**src/rtl/bfgb_pkg.sv**
```systemverilog
// Package: item types, controller states, command/status groups and the glyph table.
`default_nettype none

package bfgb_pkg;

   // First and last character codes that have a glyph.
   localparam logic [7:0] GLYPH_FIRST = 8'd48;
   localparam logic [7:0] GLYPH_LAST  = 8'd90;

   // Pen offset applied at a string start, and the advance per character.
   localparam logic [15:0] PEN_OFFSET  = 16'd4;
   localparam logic [15:0] PEN_ADVANCE = 16'd8;

   typedef struct packed {
      logic [7:0]  char_code;
      logic        start_of_string;
      logic [15:0] origin_x;
      logic [15:0] origin_y;
      logic [7:0]  pixel_color;
   } req_type;

   typedef struct packed {
      logic [16:0] pixel_address;
      logic [7:0]  pixel_value;
      logic        last_pixel;
   } rsp_type;

   typedef enum logic [1:0] {
      ST_IDLE,
      ST_PREP,
      ST_SCAN,
      ST_FLUSH
   } state_type;

   typedef struct packed {
      logic accept;
      logic prep;
      logic scan;
      logic flush;
   } ctrl_cmd_type;

   typedef struct packed {
      logic draw;
      logic scan_end;
      logic flush_done;
   } dp_status_type;

   // One 8x8 glyph per entry: row 0 in the top byte, and within a row the
   // most significant bit is the leftmost column.
   function automatic logic [63:0] glyph_bits(input logic [5:0] idx);
      logic [63:0] g;
      case (idx)
         6'd0:  g = 64'h708898A8_C8887000;
         6'd1:  g = 64'h40C04040_4040E000;
         6'd2:  g = 64'h70880810_2040F800;
         6'd3:  g = 64'h70880810_08887000;
         6'd4:  g = 64'h08182848_FC080800;
         6'd5:  g = 64'hF88080F0_08887000;
         6'd6:  g = 64'h204080F0_88887000;
         6'd7:  g = 64'hF8081020_40404000;
         6'd8:  g = 64'h70888870_88887000;
         6'd9:  g = 64'h70888878_08087000;
         6'd10: g = 64'h00006060_00606000;
         6'd11: g = 64'h00006060_00606020;
         6'd12: g = 64'h10204080_40201000;
         6'd13: g = 64'h0000F800_F8000000;
         6'd14: g = 64'h80402010_20408000;
         6'd15: g = 64'h78840408_10001000;
         6'd16: g = 64'h708888A8_B8807800;
         6'd17: g = 64'h20508888_F8888800;
         6'd18: g = 64'hF08888F0_8888F000;
         6'd19: g = 64'h70888080_80887000;
         6'd20: g = 64'hF0888888_8888F000;
         6'd21: g = 64'hF88080E0_8080F800;
         6'd22: g = 64'hF88080E0_80808000;
         6'd23: g = 64'h70888080_98887800;
         6'd24: g = 64'h888888F8_88888800;
         6'd25: g = 64'hE0404040_4040E000;
         6'd26: g = 64'h38101010_10906000;
         6'd27: g = 64'h8890A0C0_A0908800;
         6'd28: g = 64'h80808080_8080F800;
         6'd29: g = 64'h82C6AA92_82828200;
         6'd30: g = 64'h84C4A494_8C848400;
         6'd31: g = 64'h70888888_88887000;
         6'd32: g = 64'hF08888F0_80808000;
         6'd33: g = 64'h70888888_A8906800;
         6'd34: g = 64'hF08888F0_A0908800;
         6'd35: g = 64'h70888070_08887000;
         6'd36: g = 64'hF8202020_20202000;
         6'd37: g = 64'h88888888_88887000;
         6'd38: g = 64'h88888850_50202000;
         6'd39: g = 64'h82828282_92926C00;
         6'd40: g = 64'h88885020_50888800;
         6'd41: g = 64'h88888850_20202000;
         6'd42: g = 64'hF8081020_4080F800;
         default: g = 64'h0;
      endcase
      return g;
   endfunction

endpackage

`default_nettype wire

```
**src/rtl/bfgb_ctrl.sv**
```systemverilog
// Controller state machine that sequences accept, row-base setup, glyph scan and flush.
`default_nettype none

module bfgb_ctrl import bfgb_pkg::*; (
   input  wire logic          clock,
   input  wire logic          reset,
   input  wire logic          req_valid,
   output logic               req_ready,
   input  wire dp_status_type status,
   output ctrl_cmd_type       cmd
);

   state_type state_ff;
   state_type state_in;

   always_ff @(posedge clock) begin
      if (reset) begin
         state_ff <= ST_IDLE;
      end else begin
         state_ff <= state_in;
      end
   end

   always_comb begin
      state_in = state_ff;
      case (state_ff)
         ST_IDLE: begin
            if (req_valid && status.draw) begin
               state_in = ST_PREP;
            end
         end
         ST_PREP: begin
            state_in = ST_SCAN;
         end
         ST_SCAN: begin
            if (status.scan_end) begin
               state_in = ST_FLUSH;
            end
         end
         ST_FLUSH: begin
            if (status.flush_done) begin
               state_in = ST_IDLE;
            end
         end
         default: begin
            state_in = ST_IDLE;
         end
      endcase
   end

   always_comb begin
      req_ready  = 1'b0;
      cmd        = '0;
      case (state_ff)
         ST_IDLE: begin
            req_ready  = 1'b1;
            cmd.accept = req_valid;
         end
         ST_PREP: begin
            cmd.prep = 1'b1;
         end
         ST_SCAN: begin
            cmd.scan = 1'b1;
         end
         ST_FLUSH: begin
            cmd.flush = 1'b1;
         end
         default: begin
            req_ready = 1'b0;
         end
      endcase
   end

endmodule

`default_nettype wire

```
**src/rtl/bfgb_datapath.sv**
```systemverilog
// Datapath: pen state, glyph shift register, pixel address unit, pending and output registers.
`default_nettype none

module bfgb_datapath import bfgb_pkg::*; #(
   parameter int SCREEN_WIDTH  = 320,
   parameter int SCREEN_HEIGHT = 240
) (
   input  wire logic         clock,
   input  wire logic         reset,
   input  wire ctrl_cmd_type cmd,
   output dp_status_type     status,
   input  wire req_type      req_item,
   output logic              rsp_valid,
   input  wire logic         rsp_ready,
   output rsp_type           rsp_item
);

   localparam logic [16:0] WIDTH_L  = 17'(SCREEN_WIDTH);
   localparam logic [16:0] HEIGHT_L = 17'(SCREEN_HEIGHT);

   // Pen state kept across items.
   logic [15:0] pen_col_ff, pen_col_in;
   logic [15:0] pen_row_ff, pen_row_in;
   logic        supp_ff, supp_in;
   logic [7:0]  color_ff, color_in;

   // Per-item scan registers.
   logic [15:0] scan_col_ff, scan_col_in;
   logic [15:0] scan_row_ff, scan_row_in;
   logic [16:0] row_base_ff, row_base_in;
   logic [63:0] glyph_ff, glyph_in;
   logic [5:0]  cnt_ff, cnt_in;

   // One pixel is held back so that the last write of a character can be marked.
   logic [16:0] pend_addr_ff, pend_addr_in;
   logic        pend_valid_ff, pend_valid_in;

   logic        out_valid_ff, out_valid_in;
   rsp_type     out_item_ff, out_item_in;

   logic [15:0] eff_col;
   logic [15:0] eff_row;
   logic        eff_supp;
   logic        in_font;
   logic [5:0]  glyph_idx;
   logic [16:0] col;
   logic [16:0] row;
   logic [16:0] addr;
   logic        hit;
   logic        out_free;
   logic        stall;
   logic        step;
   logic        flush_go;
   logic        out_load_mid;
   logic        out_load_last;

   always_comb begin
      eff_col   = req_item.start_of_string ? req_item.origin_x + PEN_OFFSET : pen_col_ff;
      eff_row   = req_item.start_of_string ? req_item.origin_y + PEN_OFFSET : pen_row_ff;
      eff_supp  = req_item.start_of_string ? ({1'b0, eff_col} > WIDTH_L) : supp_ff;
      in_font   = (req_item.char_code >= GLYPH_FIRST) && (req_item.char_code <= GLYPH_LAST);
      glyph_idx = 6'(req_item.char_code - GLYPH_FIRST);

      col  = {1'b0, scan_col_ff} + 17'(cnt_ff[2:0]);
      row  = {1'b0, scan_row_ff} + 17'(cnt_ff[5:3]);
      addr = row_base_ff + col;
      hit  = cmd.scan && glyph_ff[63] && (col < WIDTH_L) && (row < HEIGHT_L);

      out_free      = !out_valid_ff || rsp_ready;
      stall         = hit && pend_valid_ff && !out_free;
      step          = cmd.scan && !stall;
      flush_go      = cmd.flush && (!pend_valid_ff || out_free);
      out_load_mid  = step && hit && pend_valid_ff;
      out_load_last = flush_go && pend_valid_ff;

      status.draw       = !eff_supp && in_font;
      status.scan_end   = step && (&cnt_ff);
      status.flush_done = flush_go;
   end

   always_comb begin
      pen_col_in    = pen_col_ff;
      pen_row_in    = pen_row_ff;
      supp_in       = supp_ff;
      color_in      = color_ff;
      scan_col_in   = scan_col_ff;
      scan_row_in   = scan_row_ff;
      row_base_in   = row_base_ff;
      glyph_in      = glyph_ff;
      cnt_in        = cnt_ff;
      pend_addr_in  = pend_addr_ff;
      pend_valid_in = pend_valid_ff;
      out_valid_in  = out_valid_ff;
      out_item_in   = out_item_ff;

      if (cmd.accept) begin
         pen_col_in  = eff_col + PEN_ADVANCE;
         pen_row_in  = eff_row;
         supp_in     = eff_supp;
         color_in    = req_item.start_of_string ? req_item.pixel_color : color_ff;
         scan_col_in = eff_col;
         scan_row_in = eff_row;
         glyph_in    = glyph_bits(glyph_idx);
         cnt_in      = '0;
      end

      if (cmd.prep) begin
         row_base_in = 17'(32'(scan_row_ff) * 32'(SCREEN_WIDTH));
      end

      if (step) begin
         glyph_in = {glyph_ff[62:0], 1'b0};
         cnt_in   = cnt_ff + 6'd1;
         if (&cnt_ff[2:0]) begin
            row_base_in = row_base_ff + WIDTH_L;
         end
         if (hit) begin
            pend_addr_in  = addr;
            pend_valid_in = 1'b1;
         end
      end

      if (flush_go) begin
         pend_valid_in = 1'b0;
      end

      if (rsp_ready) begin
         out_valid_in = 1'b0;
      end
      if (out_load_mid || out_load_last) begin
         out_valid_in              = 1'b1;
         out_item_in.pixel_address = pend_addr_ff;
         out_item_in.pixel_value   = color_ff;
         out_item_in.last_pixel    = out_load_last;
      end
   end

   always_ff @(posedge clock) begin
      if (reset) begin
         pen_col_ff    <= '0;
         pen_row_ff    <= '0;
         supp_ff       <= 1'b0;
         color_ff      <= '0;
         pend_valid_ff <= 1'b0;
         out_valid_ff  <= 1'b0;
      end else begin
         pen_col_ff    <= pen_col_in;
         pen_row_ff    <= pen_row_in;
         supp_ff       <= supp_in;
         color_ff      <= color_in;
         pend_valid_ff <= pend_valid_in;
         out_valid_ff  <= out_valid_in;
      end
   end

   always_ff @(posedge clock) begin
      scan_col_ff  <= scan_col_in;
      scan_row_ff  <= scan_row_in;
      row_base_ff  <= row_base_in;
      glyph_ff     <= glyph_in;
      cnt_ff       <= cnt_in;
      pend_addr_ff <= pend_addr_in;
      out_item_ff  <= out_item_in;
   end

   assign rsp_valid = out_valid_ff;
   assign rsp_item  = out_item_ff;

   // Every character advances the pen by one cell, drawn or not.
   a_pen_advance: assert property (@(posedge clock) disable iff (reset)
      cmd.accept |=> pen_col_ff == $past(eff_col) + PEN_ADVANCE)
      else $error("pen column did not advance by one cell");

   // The held-back pixel of the previous character is gone before a new one starts.
   a_pend_empty: assert property (@(posedge clock) disable iff (reset)
      cmd.accept |-> !pend_valid_ff)
      else $error("pending pixel left over at item accept");

   // A blocked scan step must not move the bit counter.
   a_stall_holds: assert property (@(posedge clock) disable iff (reset)
      stall |=> cnt_ff == $past(cnt_ff))
      else $error("scan advanced while stalled");

   // The last-write flag comes only from the flush step.
   a_last_flush: assert property (@(posedge clock) disable iff (reset)
      out_load_mid |-> !cmd.flush)
      else $error("mid-glyph write during flush");

endmodule

`default_nettype wire

```
**src/rtl/bitmap_font_glyph_blitter_top.sv**
```systemverilog
// Top level of the 8x8 bitmap font glyph blitter: controller plus datapath.
`default_nettype none

// Usage: each req_ item is one character with a start-of-string flag, origin and
// color. A string start places the pen at the origin plus 4 in both axes and
// latches the color; a string whose pen column then lies beyond the screen width
// is suppressed. Codes 48 to 90 draw an 8x8 glyph; all other codes draw nothing.
// The pen column advances by 8 after every character.
// Each set, on-screen glyph bit yields one rsp_ item carrying a framebuffer
// address (column plus row times SCREEN_WIDTH), the color, and a flag on the
// final write of the character. Items leave rows top to bottom, columns left to
// right.
// Sequence: a character without a glyph, or in a suppressed string, is only
// accepted. A drawn character is accepted, then the row base is multiplied out,
// then the glyph bits are walked one per cycle unless the receiver stalls, and
// then the held-back last write is flushed. The single glyph shift register and
// the one-pixel look-ahead register set this rate. The output register lets the
// next character start while a write still waits to be taken.
// When the receiver stalls, the walk pauses on the next visible bit; nothing is
// dropped. Reset (synchronous, active high) returns the pen to (0,0), the color
// to 0, clears suppression and empties the output.
module bitmap_font_glyph_blitter_top import bfgb_pkg::*; #(
   parameter int SCREEN_WIDTH  = 320,
   parameter int SCREEN_HEIGHT = 240
) (
   input  wire logic    clock,
   input  wire logic    reset,
   input  wire logic    req_valid,
   output logic         req_ready,
   input  wire req_type req_item,
   output logic         rsp_valid,
   input  wire logic    rsp_ready,
   output rsp_type      rsp_item
);

   ctrl_cmd_type  cmd;
   dp_status_type status;

   // The controller only sequences; all arithmetic and storage sit in the datapath.
   bfgb_ctrl u_ctrl (
      .clock     (clock),
      .reset     (reset),
      .req_valid (req_valid),
      .req_ready (req_ready),
      .status    (status),
      .cmd       (cmd)
   );

   bfgb_datapath #(
      .SCREEN_WIDTH  (SCREEN_WIDTH),
      .SCREEN_HEIGHT (SCREEN_HEIGHT)
   ) u_datapath (
      .clock     (clock),
      .reset     (reset),
      .cmd       (cmd),
      .status    (status),
      .req_item  (req_item),
      .rsp_valid (rsp_valid),
      .rsp_ready (rsp_ready),
      .rsp_item  (rsp_item)
   );

endmodule

`default_nettype wire

```
**config.mk**
```make
export PLATFORM = sky130hd
export DESIGN_NAME = bitmap_font_glyph_blitter_top
export DESIGN_NICKNAME = d
export VERILOG_FILES = /design/src/rtl/bfgb_pkg.sv /design/src/rtl/bfgb_ctrl.sv /design/src/rtl/bfgb_datapath.sv /design/src/rtl/bitmap_font_glyph_blitter_top.sv
export SDC_FILE = /design/constraint.sdc
export NUM_CORES = 1
export LEC_CHECK = 0
export BUFFER_PORTS_ARGS = -buffer_cell sky130_fd_sc_hd__buf_4
export CAP_MARGIN = 20
export CORE_MARGIN = 1
export CORE_UTILIZATION = 30
export CTS_CLUSTER_DIAMETER = 120
export DETAILED_ROUTE_END_ITERATION = 10
export SYNTH_ARGS = -nofsm -noshare
export SYNTH_HDL_FRONTEND = slang
export SYNTH_HIERARCHICAL = 1
export SYNTH_SLANG_ARGS = --single-unit
```
**constraint.sdc**
```tcl
create_clock -name clock -period 6.3 [get_ports clock]
set_clock_uncertainty 0.2 [all_clocks]
set_input_delay 0.315 -clock clock [delete_from_list [all_inputs] [get_ports clock]]
set_output_delay 0.315 -clock clock [all_outputs]
set_load 0.01 [all_outputs]
```
==> results.md <==
- Htree depth: 1
- Hold buffers post-CTS: 23
- # IOs: 81
- Yosys reg bits: approximately 200
- Clk pwr share: between 20% and 30%
- Final ANT Viol Nets: 0
- Post-Layout Cell Count: 1866
- Drc violations: 0
- Post-Synthesis Cells: 1266
- IO buf count: 80
- First-pass GRT wire length: slightly below 50000 um
- MaxCap Viol Count: 0
- Clk_lat worst skew: around 530 ps
- Reg power frac: approximately two fifths
- Pins Over Slew Limit: 0
- CTS tree: built
- Ys async rst share: 0%
- Peak VDD IR: approximately 0.16 mV
- Die height: slightly above 200 um
- Row cnt: 73
- Ratio of cells with drive above 1 in the final layout: 11.3%
- Vias in the first global route: 9093
- Avg Inst Size Synth: ~9.5 um2
- Leakage power: between 0.005 and 0.006 uW
- Number of synthesized flops with an enable pin: ~150
- Routed WL per cell: between 15 and 20 um
- Vias/cell: between 5 and 6
- Post-Syn Area: 12000 um2
- Placer Congestion: around 0.94
- Initial DRC count: 787
- Core area: slightly below 40000 um2
- Main synth FF type: edfxtp_1
- Worst Hold Class: input port to register
- CTS buffer count: 23
- Endpoints failing setup: 0
- CP max FO: 37
- Pin count of the biggest net entering global routing: 83
- Pint: 3240 uW
- Setup bufs post-CTS: 0
- GRT overflow: 0
- Synth-to-layout area growth: 16.6%
- Fin crit share: between 70% and 80%
- Slew headroom: 24.0%
- Antenna violations before repair: 0
- YS warnings: 6
- Nets: between 1000 and 1500
- Die area: 41000 um2
- DRT Pass-1 Iters: 5
- CP endpoint kind: register
- Starting density of the core: between 30% and 40%
- Status: finished, final reports clean
- # resized after CTS: 0
- GRT Overall Usage: between 10 and 15%
- HPWL Detailed: between 20000 and 25000 um
- Fill cells: about 4000
- RSZ-0062 raised after global routing: false
- Pwr Density: approximately 350 nW/um2
- Ant diodes: 0
- Req. time, crit path: approximately 6500 ps
- Switching Share: around 34%
- Routed via count: 9687
- Post-Place Cells: roughly 1800
- Data arrival time of the critical path: approximately 4900 ps
- Minimum clock period after layout: between 4000 and 5000 ps
- CP Launch Type: register
- Maximum operating frequency: between 200 and 250 MHz
- Sequential area share after synthesis: around 46%
- Crit Path Class: register to register
- Net Switching: between 1500 and 2000 uW
- Deepest clock path buffer count: 3
- Final-report hold violation count: 0
- Library cells used by synthesis: 76
- Final TNS setup: 0 ps
- Routed wire length: a little over 30000 um
- Chip width: between 200 and 250 um
- Core Util, Final: 35.4%
- Clock-pin slew on the worst setup and hold paths: 70 ps
- Syn_nets: 1382
- Least-Margin Pin Slew: 1140 ps
- CTS root buffer: clkbuf_16
- CTS sink count: roughly 200
- Logic pwr share: between 30% and 40%
[final cells by class]
cell class,count,area (um2),share of cell area (%)
inverters,36,135,0.962
well taps,525,657,4.68
clock buffers,30,622,4.43
repair buffers,112,898,6.40
multi-input cells,949,6100,43.4
clock inverters,12,128,0.909
flip-flops and latches,202,5510,39.2
[metal layers]
layer	wire length (um)	vias up	global-route usage [%]	share of wire (%)
li1	-	4752	-	-
met1	14700	4563	20.6	48
met2	13400	311	22.0	44
met3	1510	61	2.00	5.0
met4	893	0	5.42	2.9
met5	0	-	0	0
[cells in the mapped netlist (all sizes together), types with 35 or more instances]
library cell / n / area [um2]
o21ai: 65 / 329
a211oi: 36 / 275
nand3: 39 / 195
xor2: 35 / 307
nor2: 139 / 522
edfxtp: 146 / 4380
nand2: 120 / 450
clkbuf: 54 / 203
inv: 36 / 135
a21oi: 103 / 515
ha: 59 / 738
xnor2: 38 / 333
dfxtp: 56 / 1120
[power by group through the flow]
stage	Sequential (uW)	Clock, uW	Combinational (uW)
final	2030	1320	1520
after global routing	2070	1400	1710
after CTS	2030	1360	1520
after detailed placement	2060	0	1500
after global placement	2050	0	1470
after floorplan	1980	0	1160
[flip-flops by register name (all words and copies together) (netlist names)]
name	count
u_datapath/rsp_valid	1
u_datapath/row_base_ff	17
u_datapath/cnt_ff	6
u_datapath/scan_row_ff	16
u_datapath/pend_valid_ff	1
u_datapath/pen_col_ff	16
u_datapath/color_ff	8
u_datapath/rsp_item	26
u_datapath/pend_addr_ff	17
u_datapath/supp_ff	1
u_ctrl/state_ff	2
u_datapath/pen_row_ff	16
u_datapath/scan_col_ff	16
u_datapath/glyph_ff	59
[placed cells by master (no fill, tap or decap), drive strengths merged, types with 20 or more instances in the layout]
cell / netlist / routed
xor2: 35 / 35
and3: 20 / 20
inv: 36 / 37
o21ai: 65 / 65
dlygate4sd3: 0 / 23
a21o: 22 / 22
ha: 59 / 59
nor2: 139 / 139
nor3: 24 / 24
nand2: 120 / 120
dfxtp: 56 / 56
xnor2: 38 / 38
and2: 21 / 21
nand3: 39 / 39
edfxtp: 146 / 146
a211oi: 36 / 36
buf: 25 / 89
clkbuf: 54 / 30
a31oi: 25 / 25
a21oi: 103 / 103
[critical path, stage by stage, from the launching register on]
cell,delay (ps)
edfxtp_1,440
ha_1,250
fa_1,400
a21oi_1,560
nor2_1,130
and4b_1,210
a211o_1,310
or4b_4,550
o211ai_4,820
mux2_2,420
o221a_2,240
[path summary, 6_finish.rpt]
path | start | to | slack, ps | cells after the start
worst max-delay path | u_datapath/cnt_ff[0] | u_datapath/row_base_ff[16] | 1640 | 10
worst min register to register | u_datapath/pend_addr_ff[11] | u_datapath/rsp_item[20] | 220 | 0
worst min-delay path | req_item[14] | u_datapath/pen_row_ff[6] | 10 | 3
worst max register to register | u_datapath/cnt_ff[0] | u_datapath/row_base_ff[16] | 1640 | 10
[cells by family (layout without fill, tap and decap cells)]
family | Yosys count | after routing | synth area share, %
XOR/XNOR | 73 | 73 | 5.31
adder cells (fa/ha/maj) | 63 | 63 | 6.79
AND/OR/NAND/NOR | 450 | 450 | 17.9
AO/OA/AOI/OAI | 338 | 338 | 18.2
buffers and inverters | 115 | 190 | 3.86
multiplexers | 25 | 25 | 2.16
flip-flops | 202 | 202 | 45.7
[through the flow]
stage / hold WS (ps) / cell area (um2) / worst slack, ps / total power, uW
floorplan: 200 / 12000 / 1500 / 3140
global placement: 204 / 13100 / 1770 / 3520
detailed placement: 205 / 13100 / 1700 / 3560
CTS: 0.195 / 14000 / 1670 / 4910
global route: 31.6 / 14000 / 1370 / 5180
finish: 12.0 / 14000 / 1640 / 4870
No activity file was read; power rests on OpenSTA's default activity.
